==> src/hdl/tid_pkg.sv <==
// Shared types, register codes and helper functions for the timer and
// interrupt dispatch block. No dependencies.
package tid_pkg;

    // configuration register indexes
    localparam logic [1:0] CFG_COUNT_ENABLE     = 2'd0;
    localparam logic [1:0] CFG_TIMER_PERIOD     = 2'd1;
    localparam logic [1:0] CFG_TIMER_MODULO     = 2'd2;
    localparam logic [1:0] CFG_INTERRUPT_ENABLE = 2'd3;

    localparam int unsigned CFG_INDEX_W = 2;
    localparam int unsigned CFG_DATA_W  = 11;
    localparam int unsigned IRQ_N       = 5;

    // timer period limits and the reset value of the period register
    localparam logic [10:0] PERIOD_MIN   = 11'd16;
    localparam logic [10:0] PERIOD_MAX   = 11'd1024;

    // the timer source sits at bit 2 of the request flags
    localparam int unsigned TIMER_BIT = 2;

    // first handler address, handlers are 8 bytes apart
    localparam logic [6:0] VECTOR_BASE = 7'h40;

    typedef struct packed {
        logic        count_enable;
        logic [10:0] timer_period;
        logic [7:0]  timer_modulo;
        logic [4:0]  interrupt_enable;
    } t_cfg;

    typedef struct packed {
        logic [4:0] pending;
        logic       take;
        logic [6:0] vector;
        logic       wake;
    } t_irq_res;

    // one timer increment: returns {overflow, new count}
    function automatic logic [8:0] tid_tick(input logic [7:0] cnt, input logic [7:0] modulo);
        logic [8:0] sum;
        begin
            sum = {1'b0, cnt} + 9'd1;
            if (sum[8]) begin
                tid_tick = {1'b1, modulo};
            end else begin
                tid_tick = {1'b0, sum[7:0]};
            end
        end
    endfunction

    // handler address for a source index
    function automatic logic [6:0] tid_vector(input logic [2:0] idx);
        begin
            tid_vector = VECTOR_BASE + {1'b0, idx, 3'b000};
        end
    endfunction

endpackage

==> src/hdl/timer_and_interrupt_dispatch.sv <==
// Top level: configuration registers, input register, result register.
// Depends on tid_pkg, tid_timer, tid_irq.
//
//  channel | direction | handshake                  | payload
//  --------+-----------+----------------------------+-----------------------------------
//  in      | in        | i_in_valid / o_in_stall    | cycles, requests, ime, pc
//  out     | out       | o_out_valid / i_out_stall  | divider, timer, flags, dispatch
//  cfg     | in        | i_cfg_valid / o_cfg_ready  | i_cfg_index, i_cfg_data
//
// A request is held in the input register, then its result is computed in
// one pass and loaded into the result register. One request per cycle is
// sustained while the output does not stall, set by the single state update.
// Reset clears all counters and request flags, and restores register defaults.
// A stall on the output holds the result; the input register still takes
// one more request before the input stalls. Config is always ready.
module timer_and_interrupt_dispatch (
    input  logic        i_clk,
    input  logic        i_rst_n,
    // config write channel
    input  logic        i_cfg_valid,
    output logic        o_cfg_ready,
    input  logic [1:0]  i_cfg_index,
    input  logic [10:0] i_cfg_data,
    // request input
    input  logic        i_in_valid,
    output logic        o_in_stall,
    input  logic [4:0]  i_step_cycles,
    input  logic [4:0]  i_external_requests,
    input  logic        i_master_enable,
    input  logic [15:0] i_program_counter,
    // result output
    output logic        o_out_valid,
    input  logic        i_out_stall,
    output logic [7:0]  o_divider_value,
    output logic [7:0]  o_timer_value,
    output logic [4:0]  o_pending_flags,
    output logic        o_take_interrupt,
    output logic [6:0]  o_vector_address,
    output logic [15:0] o_return_address,
    output logic        o_wake
);

    tid_pkg::t_cfg     r_cfg;
    tid_pkg::t_irq_res irq_res;

    logic        r_s1_valid;
    logic [4:0]  r_s1_cycles;
    logic [4:0]  r_s1_reqs;
    logic        r_s1_ime;
    logic [15:0] r_s1_pc;

    logic        r_out_valid;
    logic [7:0]  r_div;
    logic [7:0]  r_tima;
    logic [4:0]  r_pending;
    logic        r_take;
    logic [6:0]  r_vector;
    logic [15:0] r_ret;
    logic        r_wake;

    logic        out_free;
    logic        s1_move;
    logic        in_accept;
    logic [7:0]  div_next;
    logic [7:0]  tima_next;
    logic        timer_irq;

    // pipeline flow control
    assign out_free   = !r_out_valid || !i_out_stall;
    assign s1_move    = r_s1_valid && out_free;
    assign o_in_stall = r_s1_valid && !out_free;
    assign in_accept  = i_in_valid && !o_in_stall;
    assign o_cfg_ready = 1'b1;

    // configuration registers
    always_ff @(posedge i_clk) begin
        if (!i_rst_n) begin
            r_cfg.count_enable     <= 1'b0;
            r_cfg.timer_period     <= tid_pkg::PERIOD_MAX;
            r_cfg.timer_modulo     <= '0;
            r_cfg.interrupt_enable <= '0;
        end else if (i_cfg_valid && o_cfg_ready) begin
            case (i_cfg_index)
                tid_pkg::CFG_COUNT_ENABLE:     r_cfg.count_enable     <= i_cfg_data[0];
                tid_pkg::CFG_TIMER_PERIOD:     r_cfg.timer_period     <= i_cfg_data;
                tid_pkg::CFG_TIMER_MODULO:     r_cfg.timer_modulo     <= i_cfg_data[7:0];
                tid_pkg::CFG_INTERRUPT_ENABLE: r_cfg.interrupt_enable <= i_cfg_data[4:0];
                default: begin
                end
            endcase
        end
    end

    // input register
    always_ff @(posedge i_clk) begin
        if (!i_rst_n) begin
            r_s1_valid <= 1'b0;
        end else if (in_accept) begin
            r_s1_valid <= 1'b1;
        end else if (s1_move) begin
            r_s1_valid <= 1'b0;
        end
    end

    always_ff @(posedge i_clk) begin
        if (in_accept) begin
            r_s1_cycles <= i_step_cycles;
            r_s1_reqs   <= i_external_requests;
            r_s1_ime    <= i_master_enable;
            r_s1_pc     <= i_program_counter;
        end
    end

    tid_timer u_timer (
        .i_clk       (i_clk),
        .i_rst_n     (i_rst_n),
        .i_step      (s1_move),
        .i_cycles    (r_s1_cycles),
        .i_cfg       (r_cfg),
        .o_div_next  (div_next),
        .o_tima_next (tima_next),
        .o_timer_irq (timer_irq)
    );

    tid_irq u_irq (
        .i_clk       (i_clk),
        .i_rst_n     (i_rst_n),
        .i_step      (s1_move),
        .i_reqs      (r_s1_reqs),
        .i_timer_irq (timer_irq),
        .i_ime       (r_s1_ime),
        .i_ie        (r_cfg.interrupt_enable),
        .o_res       (irq_res)
    );

    // result register
    always_ff @(posedge i_clk) begin
        if (!i_rst_n) begin
            r_out_valid <= 1'b0;
        end else if (s1_move) begin
            r_out_valid <= 1'b1;
        end else if (out_free) begin
            r_out_valid <= 1'b0;
        end
    end

    always_ff @(posedge i_clk) begin
        if (s1_move) begin
            r_div     <= div_next;
            r_tima    <= tima_next;
            r_pending <= irq_res.pending;
            r_take    <= irq_res.take;
            r_vector  <= irq_res.vector;
            r_ret     <= irq_res.take ? r_s1_pc : 16'd0;
            r_wake    <= irq_res.wake;
        end
    end

    assign o_out_valid      = r_out_valid;
    assign o_divider_value  = r_div;
    assign o_timer_value    = r_tima;
    assign o_pending_flags  = r_pending;
    assign o_take_interrupt = r_take;
    assign o_vector_address = r_vector;
    assign o_return_address = r_ret;
    assign o_wake           = r_wake;

endmodule

==> src/hdl/tid_timer.sv <==
// Free-running divider and programmable timer counter with prescalers.
// Depends on tid_pkg.
module tid_timer (
    input  logic              i_clk,
    input  logic              i_rst_n,
    input  logic              i_step,
    input  logic [4:0]        i_cycles,
    input  tid_pkg::t_cfg     i_cfg,
    output logic [7:0]        o_div_next,
    output logic [7:0]        o_tima_next,
    output logic              o_timer_irq
);

    logic [7:0]  r_div_pre, n_div_pre;
    logic [7:0]  r_div_cnt, n_div_cnt;
    logic [9:0]  r_tim_pre, n_tim_pre;
    logic [7:0]  r_tim_cnt, n_tim_cnt;

    logic [8:0]  div_sum;
    logic [10:0] period;
    logic [10:0] tsum, t1, t2;
    logic        ge1, ge2;
    logic [8:0]  tick1, tick2;

    // divider: carry out of the 8-bit prescaler advances the count
    always_comb begin
        div_sum   = {1'b0, r_div_pre} + {4'b0, i_cycles};
        n_div_pre = div_sum[7:0];
        n_div_cnt = r_div_cnt + {7'b0, div_sum[8]};
    end

    // clamp period into its legal range
    always_comb begin
        if (i_cfg.timer_period < tid_pkg::PERIOD_MIN) begin
            period = tid_pkg::PERIOD_MIN;
        end else if (i_cfg.timer_period > tid_pkg::PERIOD_MAX) begin
            period = tid_pkg::PERIOD_MAX;
        end else begin
            period = i_cfg.timer_period;
        end
    end

    // timer: up to two increments per step
    always_comb begin
        tsum  = {1'b0, r_tim_pre} + {6'b0, i_cycles};
        ge1   = (tsum >= period);
        t1    = ge1 ? (tsum - period) : tsum;
        ge2   = ge1 && (t1 >= period);
        t2    = ge2 ? (t1 - period) : t1;
        tick1 = ge1 ? tid_pkg::tid_tick(r_tim_cnt, i_cfg.timer_modulo) : {1'b0, r_tim_cnt};
        tick2 = ge2 ? tid_pkg::tid_tick(tick1[7:0], i_cfg.timer_modulo) : {1'b0, tick1[7:0]};
        if (i_cfg.count_enable) begin
            n_tim_pre   = t2[9:0];
            n_tim_cnt   = tick2[7:0];
            o_timer_irq = tick1[8] | tick2[8];
        end else begin
            n_tim_pre   = r_tim_pre;
            n_tim_cnt   = r_tim_cnt;
            o_timer_irq = 1'b0;
        end
    end

    assign o_div_next  = n_div_cnt;
    assign o_tima_next = n_tim_cnt;

    // state update once per request
    always_ff @(posedge i_clk) begin
        if (!i_rst_n) begin
            r_div_pre <= '0;
            r_div_cnt <= '0;
            r_tim_pre <= '0;
            r_tim_cnt <= '0;
        end else if (i_step) begin
            r_div_pre <= n_div_pre;
            r_div_cnt <= n_div_cnt;
            r_tim_pre <= n_tim_pre;
            r_tim_cnt <= n_tim_cnt;
        end
    end

endmodule

==> src/hdl/tid_irq.sv <==
// Interrupt request flags and fixed-priority dispatch.
// Depends on tid_pkg.
module tid_irq (
    input  logic                i_clk,
    input  logic                i_rst_n,
    input  logic                i_step,
    input  logic [4:0]          i_reqs,
    input  logic                i_timer_irq,
    input  logic                i_ime,
    input  logic [4:0]          i_ie,
    output tid_pkg::t_irq_res   o_res
);

    logic [4:0] r_flags, n_flags;
    logic [4:0] merged;
    logic [4:0] ready;
    logic [4:0] sel_mask;
    logic [2:0] sel_idx;
    logic       any_ready;

    // merge new requests and the timer overflow
    always_comb begin
        merged = r_flags | i_reqs;
        merged[tid_pkg::TIMER_BIT] = merged[tid_pkg::TIMER_BIT] | i_timer_irq;
        ready  = i_ime ? (merged & i_ie) : 5'b0;
    end

    // lowest set bit wins
    always_comb begin
        sel_idx  = '0;
        sel_mask = '0;
        for (int i = tid_pkg::IRQ_N - 1; i >= 0; i--) begin
            if (ready[i]) begin
                sel_idx  = 3'(i);
                sel_mask = 5'b00001 << i;
            end
        end
        any_ready = |ready;
        n_flags   = merged & ~sel_mask;
    end

    always_comb begin
        o_res.pending = n_flags;
        o_res.take    = any_ready;
        o_res.vector  = any_ready ? tid_pkg::tid_vector(sel_idx) : 7'd0;
        o_res.wake    = |merged;
    end

    always_ff @(posedge i_clk) begin
        if (!i_rst_n) begin
            r_flags <= '0;
        end else if (i_step) begin
            r_flags <= n_flags;
        end
    end

endmodule

==> config.mk <==
export PLATFORM = sky130hd
export DESIGN_NAME = timer_and_interrupt_dispatch
export DESIGN_NICKNAME = d
export VERILOG_FILES = /design/src/hdl/tid_pkg.sv /design/src/hdl/timer_and_interrupt_dispatch.sv /design/src/hdl/tid_timer.sv /design/src/hdl/tid_irq.sv
export SDC_FILE = /design/constraint.sdc
export NUM_CORES = 1
export LEC_CHECK = 0
export ABC_AREA = 1
export ABC_CLOCK_PERIOD_IN_PS = 4840
export BUFFER_PORTS_ARGS = -buffer_cell sky130_fd_sc_hd__buf_2
export CELL_PAD_IN_SITES_DETAIL_PLACEMENT = 1
export CELL_PAD_IN_SITES_GLOBAL_PLACEMENT = 1
export CORE_MARGIN = 2
export CORE_UTILIZATION = 40
export CTS_CLUSTER_DIAMETER = 100
export DETAILED_ROUTE_END_ITERATION = 8
export PLACE_DENSITY = 0.77
export SETUP_SLACK_MARGIN = 0.1
export SLEW_MARGIN = 15
export SYNTH_ARGS = -nofsm -noshare
export SYNTH_HDL_FRONTEND = slang
export SYNTH_SLANG_ARGS = --single-unit
==> constraint.sdc <==
create_clock -name i_clk -period 4.84 [get_ports i_clk]
set_clock_uncertainty 0.05 [all_clocks]
set_input_delay 0.242 -clock i_clk [delete_from_list [all_inputs] [get_ports i_clk]]
set_output_delay 0.242 -clock i_clk [all_outputs]
set_load 0.005 [all_outputs]
==> out/summary.md, run 1 <==
Synthesis produced a netlist whose cell count is 882. TritonCTS built the clock tree. The run gives 0 as the max capacitance violation total.

The wire length reported by the detailed router is 29600 um, and the portion of total power attributed to the clock network is 39.2%. The share of synthesized area occupied by flip-flops and latches is 46.0%, and the total congestion overflow is 0. The final period utilization came out at 116%.

The tools report the number of max-slew violations in the final report as 0. The largest single stage delay on the critical path is 0.41 ns. The worst pin sits at a relative slew slack of 21.4%.

The kind of critical path is reg2reg. The run gives 0.00467 uW as the leakage power total. Critical path endpoint category: a register.

Setup violations remaining at the end of the flow were counted as 54. Dividing the detail-routed wire length by the instance count gives 21.7 um. For the count of standard-cell rows, the log shows 49. The worst hold margin was -0.00269 ns. The tools report the number of detailed-route iterations in the first pass as 5.

The number of clock sinks came out at 136. The design draws 3270 uW. Class of the tightest hold or removal check: in2reg.

For the area of placed instances, the log shows 8840 um^2. The final cell area excluding filler cells was 10600 um^2; the switching share of power was 30.6%. The starting utilization of the core area was 41.2%; the aggregate global-route resource usage was 25.9%. After clock tree synthesis, the clock-pin slew on the worst setup and hold paths is 0.07 ns. The number of global-route vias before repair was 7641; the count of buffer and inverter cells on the critical path was 6. The layout overhead on the synthesized area is 42.4%.

The logs give 40.1% for the portion of total power attributed to sequential cells and 5.00 ns for the critical path data required time. The final antenna diode count was 0. Grouping stages by cell kind, the critical path spends the most delay in simple AND/OR/NAND/NOR gates. Counting flops and latches in the post-synthesis netlist gives 136. Detailed routing inserted a total of 7435 vias. By area the synthesized netlist is led by edfxtp_1, dfxtp_1, nand2_1. The flop-to-flop setup slack came out at -0.79 ns.

Core area: 18100 um^2. The most frequent cell on the critical path was nand2_2. Of the cells placed in the final design, the portion with a size suffix greater than 1 is 38.2%. Setup repair after global routing could not meet its margin everywhere. After synthesis, the netlist uses 49 different library cells.

Initial antenna violation count: 0. The largest individual stage delay along the critical path comes from the cell ha_1. The number of nets still failing antenna checks after routing is 0. A synthesized cell averages 8.44 um^2. At the worst endpoint, the arrival time is 5.79 ns.

The congestion estimate from routability-driven global placement came to 0.892. The buffer levels on the longest clock path was 2. The flow ran to the end, but the final reports show violations.

The first global-routing pass estimated 40000 um of wire. Entering global routing, the biggest net connects 68 pins. Power spread over the standard cell area amounts to 308 nW/um^2. The root buffer cell chosen for the clock tree is clkbuf_16.

The number of enable-type register cells in the synthesized netlist works out to 70. The worst-case IR drop observed on VDD is 0.284 mV. In the routed design, unresolved DRC markers number 0.

Summed over all nets, the half-perimeter wirelength after detailed placement is 15800 um. The smallest clock period supported by the final layout is computed as 5.63 ns. Timing analysis after detailed placement gives a worst setup slack of -0.673 ns.

Number of buffers added on ports: 89. CTS built an H-tree with a depth of 4. STA classifies the critical path startpoint as a register.

The net count of the finished layout is 1210. The internal portion of the total power is 2270 uW. Synthesis warning total: 0. The maximum fanout encountered on the critical timing path works out to 8. Combinational logic burns 20.7% of the power. The logs give 1000 uW for the reported net switching power and 482 for the number of DRC violations after detailed-routing iteration 0. The main flop type after synthesis was edfxtp_1. The die covers 19700 um^2. The post-synthesis async set-or-reset flop share is 0%.

For the number of primary I/O pins, the log shows 94. Hold violation count in the final report: 1. The most common cell in the synthesized netlist is nand2_1. Static timing analysis puts the maximum clock frequency at 0.178 GHz.

The synthesized design spends more area on one cell type than any other, namely edfxtp_1. The top cell type's share of synthesized area is 28.2%, and the clock buffer count from CTS is 17. The commonest cells after synthesis are nand2_1, inv_1, nor2_1. Clock latency on the worst-skew pair, taken at its later pin, is 0.44 ns.

Dividing the detail-routed via count by the number of cells gives 5.43. The worst setup slack after layout is -0.791 ns, and the vertical extent of the die is 140 um. The tools report the combined area of all synthesized cells as 7440 um^2. The checks that failed: negative hold slack, negative setup slack. For the pin with the worst max-slew slack, the measured transition is 1.18 ns.

The die is 140 um wide.
## final cells by class
class | instances | area [um^2]
Clock buffer | 17 | 425
Clock inverter | 15 | 128
Fill cell | 2109 | 7490
Inverter | 142 | 551
Multi-Input combinational cell | 581 | 3970
Sequential cell | 136 | 3420
Tap cell | 229 | 287
Timing Repair Buffer | 249 | 1820
## flip-flops by register name (all words and copies together), names as in the netlist, 4 cells and up
signal / cells
u_timer.r_tim_pre: 10
r_cfg: 25
r_s1_reqs: 5
u_timer.r_div_cnt: 8
o_return_address: 16
r_s1_cycles: 5
o_divider_value: 8
o_pending_flags: 5
o_vector_address: 4
u_irq.r_flags: 5
u_timer.r_tim_cnt: 8
u_timer.r_div_pre: 8
o_timer_value: 8
r_s1_pc: 16
## cell families after synthesis
group,Yosys count,share of synthesized area [%]
xor+xnor,33,3.88
compound gates,191,14.3
flops,136,46.0
fa+ha+maj,38,6.79
simple gates,313,19.5
mux,1,0.134
other cells,2,0.101
buf+inv,168,9.21
## layer usage
layer  track usage [%]  vias to the layer above  routed length [um]
met3              4.03                      111                1340
met2              47.1                      283               15200
li1                  -                     3411                   -
met1              30.2                     3630               11800
met4              11.1                        0                1300
met5                 0                        -                   0
## cell usage in the layout, fill, tap and decap left out, drive strengths merged
master,n
buf,217
nand2,157
inv,141
o21ai,94
nor2,85
a21oi,72
edfxtp,70
dfxtp,66
nand3,39
ha,34
dlygate4sd3,30
xor2,29
clkbuf,19
nor3,14
clkinv,11
nand4,7
o211ai,6
nor4,6
a31oi,4
o21bai,4
xnor2,4
conb,4
clkinvlp,4
or2,4
fa,4
o221ai,3
o22ai,2
o21a,2
a211oi,2
or4,1
o31ai,1
mux2i,1
a221oi,1
nand3b,1
bufinv,1
## through the flow
step           hold slack (ns)  instances  TNS, ns  utilization, %
2_1_floorplan            0.291        884    -4.02               -
3_5_place_dp             0.370       1267   -30.18            48.9
5_1_grt                 0.0104       1369   -48.02            58.6
3_3_place_gp             0.369       1267   -18.09            48.9
4_1_cts                0.00392       1346   -14.33            55.3
6_report              -0.00269       1369   -36.32            58.6
## power groups by stage
stage / sequential [uW] / combinational (uW) / clock (uW)
floorplan: 1320 / 295 / 0
global placement: 1330 / 477 / 0
detailed placement: 1330 / 497 / 0
CTS: 1310 / 553 / 1270
global route: 1310 / 728 / 1330
finish: 1310 / 678 / 1280
## worst min-delay path, cell delays in order
cell and delay [ns]:
buf_2 0.08, nor2_1 0.04, nor2_1 0.09
## repair_timing
| action | in CTS | in global routing |
|---|---|---|
| pin swaps | 19 | 33 |
| buffers inserted | 16 | 20 |
| setup endpoints to repair | 54 | 54 |
| resized for setup | 51 | 80 |
| endpoints found under the hold margin | 30 | 0 |
| gates cloned | 2 | 3 |
| hold buffers | 30 | 0 |
## final timing paths
kind,to,start,cells after the start
worst min register to register,r_cfg[1],r_cfg[1],2
worst min-delay path,r_cfg[22],i_cfg_data[9],3
worst max register to register,o_return_address[6],r_cfg[13],35
worst max-delay path,o_return_address[6],r_cfg[13],35
Power figures use the tool's default switching activity.
==> run 2: changes to the inputs <==
--- a/config.mk
+++ b/config.mk
@@ -5,16 +5,16 @@
 export SDC_FILE = /design/constraint.sdc
 export NUM_CORES = 1
 export LEC_CHECK = 0
-export ABC_AREA = 1
 export ABC_CLOCK_PERIOD_IN_PS = 4840
 export BUFFER_PORTS_ARGS = -buffer_cell sky130_fd_sc_hd__buf_2
 export CELL_PAD_IN_SITES_DETAIL_PLACEMENT = 1
 export CELL_PAD_IN_SITES_GLOBAL_PLACEMENT = 1
 export CORE_MARGIN = 2
-export CORE_UTILIZATION = 40
+export CORE_UTILIZATION = 41
 export CTS_CLUSTER_DIAMETER = 100
 export DETAILED_ROUTE_END_ITERATION = 8
-export PLACE_DENSITY = 0.77
+export PLACE_DENSITY = 0.76
+export REMOVE_ABC_BUFFERS = 1
 export SETUP_SLACK_MARGIN = 0.1
 export SLEW_MARGIN = 15
 export SYNTH_ARGS = -nofsm -noshare
==> run 2 against run 1 <==
  * The flow finishes with violations (negative setup slack)
  * Global-route usage is 5.8 points higher
  * Combinational power is 20% lower
  * First-iteration DRC count rose by 79%
  * Core utilization grew 3.2 points
  * Clock power rose by 16%
  * Maximum frequency decreased by 11%
  * Power increased by 1.9%
  * Clock-buffer cell count did not move
  * Die area increased by 3.4%
  * Final area up 9.4%
  * Critical path type unchanged
==> out/summary.md, run 2 <==
Largest family of logic cells by synthesized area: simple AND/OR/NAND/NOR gates. The core area was 18800 um^2; the fill cell instance count of the final layout was 2014. Gate count after technology mapping: 827. The largest single stage delay on the critical path is 0.50 ns. Kind of critical path: reg2reg. The run gives 6.64 ns as the data arrival time of the critical path. For the finished layout, the period the worst path requires is 6.36 ns.

Synthesis inferred 136 register bits. Registers take 3420 um^2. In the synthesized netlist the async set-or-reset flop fraction comes to 0%.

After synthesis the cells add up to 7890 um^2. Static timing analysis puts the maximum clock frequency at 0.157 GHz. The number of clock sinks came out at 136. The share of the synthesized area in compound gates (AO/OA/AOI/OAI) is 17.3%. TritonCTS built the clock tree.

The initial antenna violation count came out at 0. Setup violations remaining at the end of the flow were counted as 54. Of the total synthesized cell area, the portion taken by XOR and XNOR cells is 4.56%. The tool flagged a number of max-cap violations equal to 0. The worst hold path begins at i_cfg_data[9]. The area share of fa/ha/maj cells after synthesis came out at 6.66%. After synthesis, the largest area contributor takes up 26.6% of total cell area. By count the netlist is led by nor2_1, nand2_1, edfxtp_1.

Cell depth of the worst min-delay path: 3. In the layout the commonest cells are buf_4, buf_2, nor2_1. The logic depth of the worst path, buffers included was 28.

The largest total area in the synthesized netlist belongs to edfxtp_1. The cell family contributing the most delay on the critical path is simple AND/OR/NAND/NOR gates. For hold timing, the worst endpoint is r_cfg[22]. The simple-gate portion of the synthesized area was 19.6%.

Setup repair after global routing could not meet its margin everywhere. The number of flip-flops under the largest register name is 25. For the pin with the worst max-slew slack, the measured transition is 1.18 ns.

For this block, the via count after detailed routing is 8480. Measured along the x axis, the die boundary spans 143 um. The capturing point of the worst reg2reg path was u_timer.r_tim_pre[4].

Flop-to-flop setup slack: -1.52 ns. The tools report the share of synthesized area occupied by flip-flops and latches as 43.4%. The final estimated routing congestion in global placement is 0.904.

Of the cells placed in the final design, the portion with a size suffix greater than 1 is 39.1%. The number of antenna diodes in the final layout is 0. The number of global-route vias before repair is 8617, and the first-pass GRT wire length is 48700 um. The run gives 0 as the hold violation count in the final report. Launching point of the worst reg2reg path: r_s1_cycles[0].

The flow ran to the end, but the final reports show violations. Summed over all nets, the half-perimeter wirelength after detailed placement is 18100 um. Register with the most flip-flops: r_cfg. The maximum fanout encountered on the critical timing path was 8. The floorplan has 50 rows.

Relative to the synthesized area, the layout overhead comes to 47.0%. Setup slack after placement: -1.29 ns. On the critical path, the stage with the largest delay is an instance of or4_4. For this design the static power due to leakage is 0.00500 uW. The maximum number of pins on one net before global-route repair is 61, and the total congestion overflow is 0.

The worst setup slack after layout came out at -1.52 ns. The worst slew margin relative to its limit is 21.1%, and the aggregate global-route resource usage is 31.7%. The cell chosen for the clock root is clkbuf_16.

The critical path data required time is 5.12 ns. The number of enable-type register cells in the synthesized netlist is 70. Power spread over the standard cell area amounts to 287 nW/um^2.

The clock buffer count from CTS came out at 17. In this run the deepest clock path goes through 2 buffers. Dividing the detail-routed via count by the number of cells gives 6.26.

The cell with the most instances after synthesis is nor2_1. For the number of DRC violations after detailed-routing iteration 0, the log shows 864. The tools report the total number of H-tree levels as 4. The depth of the worst register-to-register path works out to 28. Yosys printed 0 warnings. Across the VDD grid, the largest voltage drop is 0.366 mV. The synthesized netlist contains 84 unique library cells. Sorting the synthesized cells by area gives the leading types as edfxtp_1, dfxtp_1, ha_1. During I/O placement, the number of pins put on the boundary was 94.

The filler-free cell count of the finished design came out at 1355. The final period utilization was 131%. The post-synthesis mux area share was 4.79%; the worst hold margin was 0.00608 ns.

The die covers 20400 um^2. For this run, design rule violations remaining after detail routing come to 0. The floorplan step set the die height to 143 um. Class of the tightest hold or removal check: in2reg. The final layout contains routed wiring with a total length of 37600 um. Main flop type after synthesis: edfxtp_1. The number of buffers added on ports came out at 89. The checks that failed: negative setup slack. The worst setup path is launched from a register. Together, buffers and inverters on the worst path number 4. The post-synthesis area per instance works out to 9.55 um^2.

The clock transition at the registers of the reported paths was 0.07 ns. Once the floorplan was initialized, standard cells occupied 42.1% of the core. Summing all multi-input logic gate instances after layout gives 4860 um^2. The final routed wire length divided by cell count came out at 27.7 um. For the number of nets still failing antenna checks after routing, the log shows 0. After the last flow step, the layout net total stands at 1191. The number of detailed-route iterations in the first pass is 5. The worst setup path is captured at a register. The most common cell after layout, fill and taps aside is buf_4. Counting tap cells, the placed design contains a total of 1247 instances. Setup total negative slack on the finished layout was measured at -70.93 ns.

The number of max-slew violations in the final report is 0, and the clock latency on the worst-skew pair is 0.46 ns.
==> run 2: cell count changes in the layout (fill, tap and decap cells not counted), moves of 28 or more <==
cell | before | now
o21ai_0 | 55 | 24
buf_4 | 118 | 156
nand2_2 | 49 | 10
mux2i_1 | 0 | 28
inv_1 | 107 | 16
inv_2 | 31 | 3
==> run 2: logic make-up (layout without fill, tap and decap cells) <==
| group | count (synthesis) | count (layout) |
|---|---|---|
| multiplexers | 37 | 37 |
| other | 2 | 4 |
| buffers and inverters | 63 | 355 |
| XOR/XNOR | 39 | 39 |
| adder cells (fa/ha/maj) | 40 | 40 |
| AO/OA/AOI/OAI | 198 | 198 |
| flip-flops | 136 | 136 |
| AND/OR/NAND/NOR | 312 | 312 |
==> run 2: final cells by class <==
class | count | share of cell area [%]
Inverter | 19 | 0.615
Multi-Input combinational cell | 630 | 41.9
Tap cell | 234 | 2.52
Clock buffer | 17 | 3.67
Timing Repair Buffer | 304 | 19.9
Clock inverter | 15 | 1.90
Sequential cell | 136 | 29.5
==> run 2: what timing repair did <==
| action | 4_1_cts | 5_1_grt |
|---|---|---|
| endpoints found under the hold margin | 29 | 0 |
| buffers inserted | 26 | 27 |
| endpoints found under the setup margin | 54 | 54 |
| gates cloned | 1 | 0 |
| gates resized for setup | 89 | 95 |
| hold buffers | 29 | 0 |
| pin swaps | 43 | 51 |
==> run 2: through the flow <==
stage / utilization [%] / area, um^2 / total power (uW)
4_1_cts: 58.5 / 11000 / 3190
3_3_place_gp: 50.5 / 9480 / 1680
3_5_place_dp: 50.5 / 9480 / 1690
5_1_grt: 61.8 / 11600 / 3400
2_1_floorplan: - / 7680 / 1500
6_report: 61.8 / 11600 / 3330
==> run 2: worst max path at each step <==
stage | start | endpoint | slack, ns
floorplan | r_s1_cycles[0] | o_timer_value[2] | -1.27
global placement | r_s1_cycles[0] | o_timer_value[4] | -1.02
detailed placement | r_s1_cycles[0] | o_return_address[15] | -1.29
CTS | r_s1_cycles[0] | o_return_address[15] | -1.07
global route | r_s1_cycles[0] | u_timer.r_tim_pre[4] | -1.66
finish | r_s1_cycles[0] | u_timer.r_tim_pre[4] | -1.52
==> run 2: per-layer routing <==
layer  global-route usage, %  wire length (um)
met1                    35.4             13300
met2                    56.9             19300
met3                    6.94              2530
met4                    15.4              2500
met5                       0                 0
==> run 2: report_power, final <==
part | internal [uW] | switching (uW)
Sequential | 1260 | 39.2
Combinational | 240 | 303
Clock | 844 | 645
Total | 2340 | 988
==> run 2: worst register-to-register path, delay by kind of cell, from the launching register on <==
family | cells | cell delay (ns)
buf+inv | 4 | 0.51
simple gates | 10 | 2.03
flops | 1 | 0.36
xor+xnor | 1 | 0.15
compound gates | 9 | 1.98
fa+ha+maj | 4 | 1.15
